$ cat src/rtl/core/chm_ram.sv
`timescale 1ns / 1ps

module chm_ram #(
    parameter int WIDTH = 8,
    parameter int DEPTH = 16
) (
    input  logic                                        i_clk,
    input  logic                                        i_we,
    input  logic [((DEPTH > 1) ? $clog2(DEPTH) : 1)-1:0] i_waddr,
    input  logic [WIDTH-1:0]                            i_wdata,
    input  logic                                        i_re,
    input  logic [((DEPTH > 1) ? $clog2(DEPTH) : 1)-1:0] i_raddr,
    output logic [WIDTH-1:0]                            o_rdata
);

    logic [WIDTH-1:0] r_mem [DEPTH];
    logic [WIDTH-1:0] r_rdata;

    // Write port
    always_ff @(posedge i_clk) begin
        if (i_we) begin
            r_mem[i_waddr] <= i_wdata;
        end
    end

    // Registered read port, held when not enabled
    always_ff @(posedge i_clk) begin
        if (i_re) begin
            r_rdata <= r_mem[i_raddr];
        end
    end

    assign o_rdata = r_rdata;

endmodule

$ cat config.mk
export PLATFORM = sky130hd
export DESIGN_NAME = chm_ram
export DESIGN_NICKNAME = d
export VERILOG_FILES = /design/src/rtl/core/chm_ram.sv
export SDC_FILE = /design/constraint.sdc
export NUM_CORES = 1
export LEC_CHECK = 0
export ABC_AREA = 1
export BUFFER_PORTS_ARGS = -buffer_cell sky130_fd_sc_hd__buf_2
export CAP_MARGIN = 30
export CORE_MARGIN = 3
export CORE_UTILIZATION = 35
export CTS_BUF_LIST = sky130_fd_sc_hd__clkbuf_16
export CTS_CLUSTER_SIZE = 10
export DETAILED_ROUTE_END_ITERATION = 8
export REMOVE_ABC_BUFFERS = 1
export SYNTH_ARGS = -nofsm -noshare
export SYNTH_HDL_FRONTEND = slang
export SYNTH_SLANG_ARGS = --single-unit
$ cat constraint.sdc
create_clock -name i_clk -period 2.62 [get_ports i_clk]
set_input_delay 0.262 -clock i_clk [delete_from_list [all_inputs] [get_ports i_clk]]
set_output_delay 0.262 -clock i_clk [all_outputs]
set_load 0.01 [all_outputs]
Word-level counts from Yosys, hierarchy flattened

Memories as Yosys holds them, arrays and structs flattened. A register that Yosys moved wholly into a read port is not among the register bits.
Cells that the tools add are included.
Widths: inputs -> output; s select.

Bits of input ports: 19
Output and inout bits: 8
Register bits after elaboration: 0
Memories kept: 1
Word-level logic and storage cells: 3
RAM bits: 128

Multiplexer cells: 2

Memory list:

| name  | depth | width | read ports | clocked after Yosys merged registers in | write ports | line | source |
|---|---|---|---|---|---|---|---|
| r_mem | 16    | 8     | 1          | 1                                       | 1           | 16   | `logic [WIDTH-1:0] r_mem [DEPTH];` |

Operators by type and width:

| operator | count |
|---|---|
| $mux 1   | 2 |

Logic depth before layout (Yosys ltp)

Gate-level depths: netlist of run 1.

Depth after elaboration: 2
Mapped depth: 8
Mapped depth without buffers: 7

Least setup slack after synthesis of run 1

OpenSTA, ideal clock, no wires.

Kind: input to register
Start: input i_waddr[2] (netlist name)
End: memory r_mem[10][0], enable pin
Cell stages on the path: 2
Setup time: 0.370 ns
Arrival: 0.843 ns
Slack: 1.407 ns
Data required time: 2.250 ns
Buffers on the path: 0
Cell sequence: nand3b_1 -> nor2_1

RTL lines:

| item               | line | source |
|---|---|---|
| start: declaration | 9    | `input logic [((DEPTH > 1) ? $clog2(DEPTH) : 1)-1:0] i_waddr,` |
| end: declaration   | 16   |  |

No word-level cell before the write port.

==> results of run 1 <==
sequential cells by signal (all words and copies together) (netlist names):
register and count:
o_rdata 8, r_mem 128
worst max-delay path, delay by kind of cell:
kind                   cells  cell delay (ns)
and+or+nand+nor            4             0.56
buffers and inverters      2             1.02
worst max path at each step:
stage               start              endpoint  depth (start not counted)
2_1_floorplan  i_raddr[0]  o_rdata[2]$_DFFE_PP_                          6
3_3_place_gp   i_raddr[1]  o_rdata[4]$_DFFE_PP_                          6
3_5_place_dp   i_raddr[1]  o_rdata[3]$_DFFE_PP_                          6
4_1_cts        i_raddr[1]  o_rdata[3]$_DFFE_PP_                          6
5_1_grt        i_raddr[1]  o_rdata[4]$_DFFE_PP_                          6
6_report       i_raddr[1]  o_rdata[4]$_DFFE_PP_                          6
cells in the mapped netlist:
| library cell | instances |
|---|---|
| sky130_fd_sc_hd__nor2_1 | 17 |
| sky130_fd_sc_hd__buf_1 | 1 |
| sky130_fd_sc_hd__edfxtp_1 | 136 |
| sky130_fd_sc_hd__nand3_1 | 97 |
| sky130_fd_sc_hd__nand3b_1 | 2 |
| sky130_fd_sc_hd__buf_6 | 6 |
| sky130_fd_sc_hd__inv_2 | 2 |
| sky130_fd_sc_hd__buf_2 | 13 |
| sky130_fd_sc_hd__buf_4 | 4 |
| sky130_fd_sc_hd__inv_1 | 100 |
| sky130_fd_sc_hd__nand2_1 | 173 |
power by group:
part,internal (uW),switching [uW]
logic,79.5,206
clock network,1670,867
registers,2450,13.4
total,4210,1090
stage by stage:
stage / hold slack, ns / cells
finish: 0.226 / 815
global route: 0.227 / 815
CTS: 0.222 / 815
detailed placement: 0.650 / 783
global placement: 0.651 / 781
floorplan: 0.361 / 527
final cells by class:
class | count | area (sq um) | area share, %
multi-input cells | 289 | 1210 | 17.8
inverters | 102 | 383 | 5.61
repair buffers | 40 | 235 | 3.45
clock buffers | 17 | 425 | 6.24
clock inverters | 15 | 210 | 3.08
flip-flops and latches | 136 | 4080 | 59.9
well taps | 216 | 270 | 3.96
cells by family after synthesis:
logic type	after synthesis	share of synthesized area, %
buf+inv	126	9.39
flops	136	69.8
simple gates	289	20.8
per-layer routing:
metal	global-route usage, %	wire length (um)	vias up	share of wire (%)
met5	0	0	-	0
met4	4.76	195	0	1.5
met3	4.46	883	19	6.6
met2	24.7	6270	126	47
met1	21.3	6050	1784	45
li1	-	-	1851	-
==> results summary, run 1 <==
The aggregate routed wire length came out at 13400 um. The die is 135 um tall. Ranked by total cell area, the synthesized netlist is headed by sky130_fd_sc_hd__edfxtp_1 (70%), sky130_fd_sc_hd__nand2_1 (11%), sky130_fd_sc_hd__nand3_1 (8.3%), sky130_fd_sc_hd__inv_1 (6.4%), sky130_fd_sc_hd__buf_6 (1.2%).

The pin count of the biggest net entering global routing came out at 65. The path type of the worst min-delay path is input pin to flip-flop. The global placer's final weighted congestion came out at 0.765. The post-route cell area came out at 6820 sq um. A synthesized cell averages 10.6 sq um.

For hold timing, the worst endpoint is o_rdata[0]$_DFFE_PP_. The clock period minus final worst setup slack is 1.69 ns. The row count came out at 46. The number of global-route vias before repair came out at 3702. During synthesis, Yosys emitted a total of 0 warnings. Clock-pin slew was measured on the worst setup and hold paths at 0.05 ns. The post-route netlist has 12.0% of its cells at a drive strength greater than 1. The post-route fraction of the period consumed by the critical path came out at 64.7%. The core utilization of the finished layout is 42.3%. The antenna diode instance count is 0. Summed over all failing endpoints, the final setup total negative slack is 0 ns.

The final layout net count is 605. The clock tree skew after final layout came out at 0.00827 ns. Walking the worst path, the cells encountered are buf_2 > inv_2 > nand3_1 > nand3_1 > nand3_1 > nand2_1. The transition time at the pin with the least slew margin came out at 1.00 ns. The data required time of the critical path came out at 2.79 ns. The buffer type at the clock tree root is sky130_fd_sc_hd__clkbuf_16. The number of clock buffers inserted by TritonCTS is 17. The cell taking the most area after synthesis is sky130_fd_sc_hd__edfxtp_1. The peak fanout along the critical path is 33. Global routing used 15.7% of the available tracks. STA classifies the critical path endpoint as a flip-flop.

The number of iterations in the first detailed-routing pass came out at 5. The via total after detailed routing is 3780. The clock insertion delay at the later pin of the skew report is 0.42 ns. The remaining design rule violation count is 0. The setup slack at placement came out at 0.524 ns. The maximum vdd ir drop came out at 0.426 mV. Setup repair after global routing left no endpoint under its margin. The number of failing setup endpoints in the final timing report came out at 0. The count of pins on the block boundary came out at 27. Measured along the x axis, the die boundary spans 135 um. The arrival time of the worst setup path came out at 1.86 ns. The capturing point of the worst reg2reg path is o_rdata[4]$_DFFE_PP_.

The area growth from synthesis to final layout is 16.7%. The initial antenna violation count is 0. The number of nets with antenna violations after detailed routing is 0. The number of instances resized during post-cts repair came out at 0.

The library cells used most frequently in the layout, excluding fill and tap cells, are sky130_fd_sc_hd__nand2_1 (173), sky130_fd_sc_hd__edfxtp_1 (136), sky130_fd_sc_hd__inv_1 (102). The maximum operating frequency is 0.590 GHz. The share of the yosys chip area belonging to registers is 69.8%. The cell area after placement is 6190 sq um. The total chip power is 5290 uW. In this run the static leakage power is 0.00292 uW.

The run finished with clean final reports. The number of hold buffers added after CTS came out at 0. The iteration-0 DRC count of the detailed router came out at 467.

The max-capacitance violation count is 0. The post-synthesis cell count came out at 551. The setup slack after layout came out at 0.926 ns. The synthesized netlist occupies a cell area of 5850 sq um. The average routed wire per standard cell is 16.4 um. Counting instances, the worst hold path has a depth of 1.

By instance count, the cell type seen most on the critical path is sky130_fd_sc_hd__nand3_1. The number of storage elements in the synthesis netlist is 136. The power density over the cells came out at 776 nW/um^2.

The placeable core area came out at 16100 sq um. Buffers added to address setup during post-CTS repair amount to 0. The worst slew margin relative to its limit came out at 32.8%. The deepest level of the CTS H-tree is 4. The worst hold path begins at i_re.

The clock sink count is 136. The post-detailed-route via-to-cell ratio came out at 4.64. The number of distinct library cells after synthesis came out at 11. The number of fill cells in the layout came out at 1543. After global routing the overflow that remains totals 0. The clock tree from TritonCTS is built.

Detailed placement ended at an HPWL of 8110 um. The number of port buffers came out at 26. The maximum root-to-sink buffer count is 2. The final-report max-slew violation count was 0.

Leaving out fill and tap cells, the most frequent cell in the layout is sky130_fd_sc_hd__nand2_1. For this design, the slowest cell found on the critical path is sky130_fd_sc_hd__buf_2. On the worst path, the slowest cell contributes a delay of 0.56 ns. The worst setup path is launched from an input pin. The worst register-to-register path begins at r_mem[5][4]$_DFFE_PP_.

The area share of the leading cell type in the synthesized netlist is 69.8%. The die covers 18300 sq um. The wire length of the first global-routing pass is 21400 um. The depth of the worst register-to-register path came out at 6.

For flop-to-flop paths, the worst setup slack is 1.44 ns. The number of hold violations in the final report is 0. The critical path is of the input pin to flip-flop type.

The starting density of the core came out at 36.3%.
No activity file was read; power rests on OpenSTA's default activity.
==> run 2: changes to the inputs <==
- ABC_AREA: 1 -> 0
- clock period: 2.62 -> 1.65 ns (I/O delays scaled with it)
==> run 2 against run 1 <==
Compared with the run above: area after synthesis decreased by 11%; hold slack got worse by 0.081 ns; register-to-register slack worse by 1.3 ns; critical path depth is 3 lower; final cell count fell by 41%.
==> results summary, run 2 <==
The flow ran to the end, and the final reports show no timing, DRC or antenna violations. The number of hold buffers added after CTS came to 0 (unchanged). The number of failing setup endpoints in the final timing report is 0 (unchanged). Setup repair after global routing left no endpoint under its margin.

The die outline area is 16400 sq um (-10%). By area the synthesized netlist is led by sky130_fd_sc_hd__edfxtp_1 (78%), sky130_fd_sc_hd__mux4_2 (7.8%), sky130_fd_sc_hd__mux4_1 (7.0%), sky130_fd_sc_hd__a22oi_1 (2.3%), sky130_fd_sc_hd__nor2_1 (0.93%). The post-synthesis cell count was 229 (-58%). The leakage power figure is 0.00212 uW (-27%).

The final-layout worst hold slack was 0.145 ns (-0.0811 ns). The number of iterations in the first detailed-routing pass is 4 (-1). The routed design could run at a clock period as short as 1.51 ns. The clock transition at the registers of the reported paths is 0.05 ns (about the same). The remaining global-route overflow came to 0 (unchanged). The post-synthesis cell area came to 5230 sq um (-11%). The register containing the most flip-flops in the final layout is r_mem. The number of port buffers is 26 (unchanged). The area growth from synthesis to final layout came out at 19.1%. The most used flip-flop cell after synthesis is sky130_fd_sc_hd__edfxtp_1. The clock sink count was 136 (unchanged). The root buffer cell chosen for the clock tree is sky130_fd_sc_hd__clkbuf_16. The count of pins on the block boundary is 27 (unchanged). The total half-perimeter wirelength after legalization and detailed placement is 6670 um (-18%).

The via total after detailed routing is 2472 (-35%). The average routed wire per standard cell came out at 21.1 um (+28%). The clock insertion delay at the later pin of the skew report was 0.40 ns (-0.02 ns). The share of the yosys chip area belonging to registers came out at 78.1% (+8.3 points). The synthesized area per cell came out at 22.8 sq um (+120%). The worst slew margin relative to its limit is 53.1% (+20 points). The maximum vdd ir drop is 0.830 mV (+95%). The most frequent cell after synthesis is sky130_fd_sc_hd__edfxtp_1. The pin count of the biggest net entering global routing came out at 21 (-68%). The number of instances resized during post-cts repair came out at 0 (unchanged).

The post-detailed-route via-to-cell ratio is 5.13 (+11%). The worst setup path is captured at a flip-flop. The initial antenna violation count is 1 (+1). The path type of the worst min-delay path is input pin to flip-flop. The row count came out at 44 (-4.3%). The final layout net count came out at 306 (-49%). The die boundary height is 128 um (-5.2%). In the layout the commonest cells are sky130_fd_sc_hd__edfxtp_1 (136), sky130_fd_sc_hd__buf_2 (26), sky130_fd_sc_hd__buf_4 (19). The placeable core area is 14600 sq um (-9.5%). The number of nets with antenna violations after detailed routing came out at 0 (unchanged). The worst setup path is launched from a flip-flop.

The number of warnings printed during yosys synthesis came out at 0 (unchanged). The global-route total usage across every layer is 13.6% (-2.1 points). The setup path with the least slack is of type flip-flop to flip-flop. The number of fill cells in the layout came out at 1251 (-19%). The data required time of the critical path is 1.79 ns (-1.00 ns). The setup slack at placement was -0.136 ns (-0.660 ns). The power density over the cells came out at 1200 nW/um^2 (+55%). The final cell count without fillers came to 482 (-41%). The setup slack after layout is 0.143 ns (-0.783 ns). Dividing the final minimum period by the clock period gives 91.3%. The fraction of registers with async set or reset after synthesis is 0% (unchanged). The die boundary width came to 128 um (-5.2%). The clock tree skew after final layout came out at 0.00657 ns (-0.00170 ns). The aggregate routed wire length was 10200 um (-24%). The number of clock buffers inserted by TritonCTS is 17 (unchanged). The number of hold violations in the final report is 0 (unchanged).

The clock tree from TritonCTS is built. The commonest cells after synthesis are sky130_fd_sc_hd__edfxtp_1 (136), sky130_fd_sc_hd__mux4_2 (18), sky130_fd_sc_hd__a22oi_1 (16). The commonest non-fill, non-tap cell in the layout is sky130_fd_sc_hd__edfxtp_1. The number of storage elements in the synthesis netlist came out at 136 (unchanged). The core utilization of the finished layout was 42.7% (+0.36 points).

The area share of the leading cell type in the synthesized netlist came to 78.1% (+8.3 points). Timing would allow up to 0.664 GHz. The max-capacitance violation count is 0 (unchanged). The global placer's final weighted congestion is 0.707 (-7.6%).

The antenna diode instance count came out at 0 (unchanged). The number of enable flip-flop cells after synthesis came out at 136 (unchanged). The maximum root-to-sink buffer count came out at 2 (unchanged). The count of buffers added by post-CTS timing repair for setup is 0 (unchanged).

The final-report max-slew violation count is 0 (unchanged). The proportion of layout cells with a drive suffix above 1 came out at 29.5% (+18 points). The number of global-route vias before repair came out at 2625 (-29%).

The count of placed standard cells including taps came out at 452 (-42%). The wire length of the first global-routing pass came to 16000 um (-25%). The flip-flop count of the largest register, all copies and words added is 128 (unchanged).

The deepest level of the CTS H-tree came to 4 (unchanged). The iteration-0 DRC count of the detailed router is 232 (-50%). The cell taking the most area after synthesis is sky130_fd_sc_hd__edfxtp_1. The peak fanout along the critical path is 1 (-97%).

The starting density of the core was 35.8% (-0.45 points). The transition time at the pin with the least slew margin came out at 0.700 ns (-0.304 ns). The arrival time of the worst setup path came to 1.65 ns (-0.21 ns). The total chip power came to 7490 uW (+42%).

The remaining design rule violation count came out at 0 (unchanged). The number of distinct library cells after synthesis is 18 (+7).
[run 2: cell types whose count changed in the layout (fill, tap and decap cells not counted), sizes merged, moves of 2 or more]
cell      before  now
a22oi          0   16
mux4           0   32
nand2        173    9
nor3           0    4
nand2b         0    2
nand3         97    1
clkinvlp       2    0
inv          104    6
buf           40   49
nor2          17   13
bufinv         5    1
[run 2: critical path, cell delays in order (launching register included)]
cell and delay [ns]:
sky130_fd_sc_hd__edfxtp_1 0.36, sky130_fd_sc_hd__mux4_1 0.52, sky130_fd_sc_hd__a22oi_1 0.28, sky130_fd_sc_hd__nand2_1 0.10
[run 2: path summary, 6_finish.rpt]
check	to	cells after the start	startpoint	slack [ns]
worst min register to register	o_rdata[5]$_DFFE_PP_	3	r_mem[14][5]$_DFFE_PP_	0.74
worst min-delay path	r_mem[3][2]$_DFFE_PP_	1	i_wdata[2]	0.14
worst max-delay path	o_rdata[0]$_DFFE_PP_	3	r_mem[1][0]$_DFFE_PP_	0.14
worst max register to register	o_rdata[0]$_DFFE_PP_	3	r_mem[1][0]$_DFFE_PP_	0.14
[run 2: layer usage]
metal,track usage (%),routed length (um),vias to the layer above
li1,-,-,1099
met4,4.12,152,2
met2,20.4,4820,81
met5,0,18,-
met1,19.0,4480,1272
met3,4.54,704,18
[run 2: cells by family (layout without fill, tap and decap cells)]
family | count (synthesis) | count (layout) | synth area share [%]
AOI/OAI and AO/OA | 16 | 16 | 2.30
muxes | 32 | 32 | 14.8
and+or+nand+nor | 35 | 35 | 3.14
DFF | 136 | 136 | 78.1
buffers and inverters | 10 | 79 | 1.65
[run 2: area by class of cell]
type | instances | area (sq um) | area share, %
Timing Repair Buffer | 49 | 353 | 5.67
Clock inverter | 13 | 77.6 | 1.25
Sequential cell | 136 | 4080 | 65.6
Multi-Input combinational cell | 83 | 1060 | 17.0
Tap cell | 184 | 230 | 3.70
Clock buffer | 17 | 425 | 6.83
[run 2: metrics by stage]
step	TNS [ns]	area (sq um)
2_1_floorplan	-0.0630	5140
3_3_place_gp	-0.369	5720
3_5_place_dp	-0.443	5720
4_1_cts	0	6230
5_1_grt	0	6230
6_report	0	6230
[run 2: power breakdown]
group / leakage [uW] / internal (uW) / total (uW) / switching, uW
clock: 0.000270 / 1990 / 3200 / 1210
sequential: 0.00124 / 3900 / 3920 / 21.0
combinational: 0.000612 / 164 / 372 / 208
total: 0.00212 / 6050 / 7490 / 1440
==> run 3: changes to the inputs <==
- CTS_BUF_LIST: sky130_fd_sc_hd__clkbuf_16 -> default
==> run 3 against run 2 <==
Compared with the run above: routed wire length about the same; critical path depth unchanged; global-route usage unchanged; hold slack improved by 0.0015 ns; sequential share of layout area unchanged; sequential power about the same; maximum frequency about the same; combinational power about the same; power increased by 0.40%; critical endpoint unchanged; largest cell class unchanged; highest routed layer unchanged.
==> results summary, run 3 (same netlist as run 2, synthesis figures left out) <==
The starting density of the core is 35.8% (unchanged). The flow ran to the end, and the final reports show no timing, DRC or antenna violations. The tightest min-delay check is of the input pin to flip-flop type. The proportion of layout cells with a drive suffix above 1 is 29.5% (unchanged). The number of hold violations in the final report was 0 (unchanged). The flip-flop count of the largest register, all copies and words added is 128 (unchanged). The cell area after placement came out at 5720 sq um (unchanged). The maximum vdd ir drop was 0.829 mV (-0.12%).

The average routed wire per standard cell is 21.1 um (about the same). The global placer's final weighted congestion came to 0.707 (unchanged). The count of pins on the block boundary came out at 27 (unchanged).

The clock insertion delay at the later pin of the skew report is 0.40 ns (about the same). The die outline area is 16400 sq um (unchanged). TritonCTS built the clock tree. The number of clock buffers inserted by TritonCTS came out at 17 (unchanged). The clock period minus final worst setup slack came to 1.51 ns (+0.000626 ns). The initial antenna violation count came out at 1 (unchanged).

The final-report max-slew violation count is 0 (unchanged). The number of global-route vias before repair came out at 2625 (unchanged). The number of port buffers is 26 (unchanged).

The deepest level of the CTS H-tree came out at 4 (unchanged). The number of failing setup endpoints in the final timing report came out at 0 (unchanged). The remaining design rule violation count was 0 (unchanged). The remaining global-route overflow was 0 (unchanged). The maximum root-to-sink buffer count is 2 (unchanged). STA classifies the critical path endpoint as a flip-flop. The total half-perimeter wirelength after legalization and detailed placement is 6670 um (unchanged). The row count came to 44 (unchanged). The global-route total usage across every layer was 13.6% (unchanged). The start point of the critical path is r_mem[1][0]$_DFFE_PP_.

The peak fanout along the critical path came to 1 (unchanged). The number of iterations in the first detailed-routing pass is 4 (unchanged). The post-route fraction of the period consumed by the critical path is 91.4% (about the same). The aggregate routed wire length came to 10200 um (about the same). The die boundary width came out at 128 um (unchanged). The final layout net count came out at 306 (unchanged).

The clock sink count came out at 136 (unchanged). The post-detailed-route via-to-cell ratio is 5.13 (about the same). The clock transition at the registers of the reported paths came out at 0.05 ns (about the same). The setup TNS came out at 0 ns (unchanged). The count of buffers added by post-CTS timing repair for setup is 0 (unchanged).

The max-capacitance violation count came to 0 (unchanged). The register containing the most flip-flops in the final layout is r_mem. The start point of the worst min-delay path is i_re.

The area of the multi-input gates is 1060 sq um (unchanged). Setup repair after global routing left no endpoint under its margin. The critical path goes through mux4_1 > a22oi_1 > nand2_1. The pin count of the biggest net entering global routing came to 21 (unchanged). The commonest non-fill, non-tap cell in the layout is sky130_fd_sc_hd__edfxtp_1.

The placeable core area came out at 14600 sq um (unchanged). The storage element area came out at 4080 sq um (unchanged). The data required time of the critical path came out at 1.79 ns (about the same). The iteration-0 DRC count of the detailed router came out at 232 (unchanged). The worst flop-to-flop path startpoint is r_mem[1][0]$_DFFE_PP_. In the layout the commonest cells are sky130_fd_sc_hd__edfxtp_1 (136), sky130_fd_sc_hd__buf_2 (26), sky130_fd_sc_hd__buf_4 (19). The largest individual stage delay along the critical path comes from the cell sky130_fd_sc_hd__mux4_1.

The number of hold buffers added after CTS is 0 (unchanged). The area growth from synthesis to final layout was 19.1% (unchanged). The power density over the cells is 1210 nW/um^2 (+0.40%).

The number of fill cells in the layout was 1251 (unchanged). The number of instances resized during post-cts repair came out at 0 (unchanged). The maximum operating frequency came out at 0.663 GHz (about the same). CTS placed an instance of sky130_fd_sc_hd__clkbuf_16 at the clock tree root. The worst setup path is launched from a flip-flop. The clock tree skew after final layout was 0.00682 ns (+0.000255 ns). The antenna diode instance count is 0 (unchanged). The arrival time of the worst setup path came to 1.65 ns (about the same).

The transition time at the pin with the least slew margin came out at 0.712 ns (+0.0114 ns). The die boundary height was 128 um (unchanged). The post-route cell area was 6230 sq um (unchanged).

The worst slew margin relative to its limit came to 52.4% (-0.77 points). The leakage power figure is 0.00209 uW (-1.2%). The worst stage delay on the critical path came to 0.52 ns (about the same).

The number of buffer and inverter instances along the worst setup path is 0 (unchanged). The via total after detailed routing was 2471 (-0.040%). The wire length of the first global-routing pass is 16000 um (unchanged). The cell family contributing the most delay on the critical path is multiplexers. By startpoint and endpoint, the worst setup path is classified as flip-flop to flip-flop. The number of nets with antenna violations after detailed routing was 0 (unchanged).
## run 3: path summary, 6_finish.rpt
kind	to	slack, ns	depth (start not counted)
max reg2reg	o_rdata[0]$_DFFE_PP_	0.14	3
max	o_rdata[0]$_DFFE_PP_	0.14	3
min	o_rdata[7]$_DFFE_PP_	0.15	1
min reg2reg	o_rdata[5]$_DFFE_PP_	0.75	3
## run 3: metal layers
| metal | vias to the layer above | track usage (%) | part of all wire, % |
|---|---|---|---|
| li1 | 1099 | - | - |
| met1 | 1275 | 19.0 | 44 |
| met2 | 77 | 20.4 | 48 |
| met3 | 18 | 4.54 | 6.5 |
| met4 | 2 | 4.12 | 1.5 |
| met5 | - | 0 | 0.18 |
## run 3: metrics by stage
| step | cells | power [uW] | hold slack [ns] | utilization (%) | worst slack [ns] |
|---|---|---|---|---|---|
| after floorplan | 219 | 4140 | 0.264 | - | -0.00787 |
| after global placement | 452 | 4360 | 0.549 | 39.2 | -0.122 |
| after detailed placement | 452 | 4370 | 0.558 | 39.2 | -0.136 |
| after CTS | 482 | 7600 | 0.130 | 42.7 | 0.131 |
| after global routing | 482 | 7800 | 0.129 | 42.7 | 0.0628 |
| final | 482 | 7520 | 0.146 | 42.7 | 0.143 |
## run 3: worst register-to-register path, stage by stage, from the launching register on
cell and delay (ns):
sky130_fd_sc_hd__edfxtp_1 0.36, sky130_fd_sc_hd__mux4_1 0.52, sky130_fd_sc_hd__a22oi_1 0.28, sky130_fd_sc_hd__nand2_1 0.10
## run 3: layout make-up
type / instances / share of cell area, %
tap: 184 / 3.70
clock buffer: 23 / 7.19
multi-input combinational: 83 / 17.0
clock inverter: 7 / 0.884
sequential: 136 / 65.6
timing repair buffer: 49 / 5.67
## run 3: power breakdown
part           total [uW]  internal [uW]  switching (uW)
Combinational         372            164             207
Clock                3230           2020            1210
Sequential           3920           3900            21.2
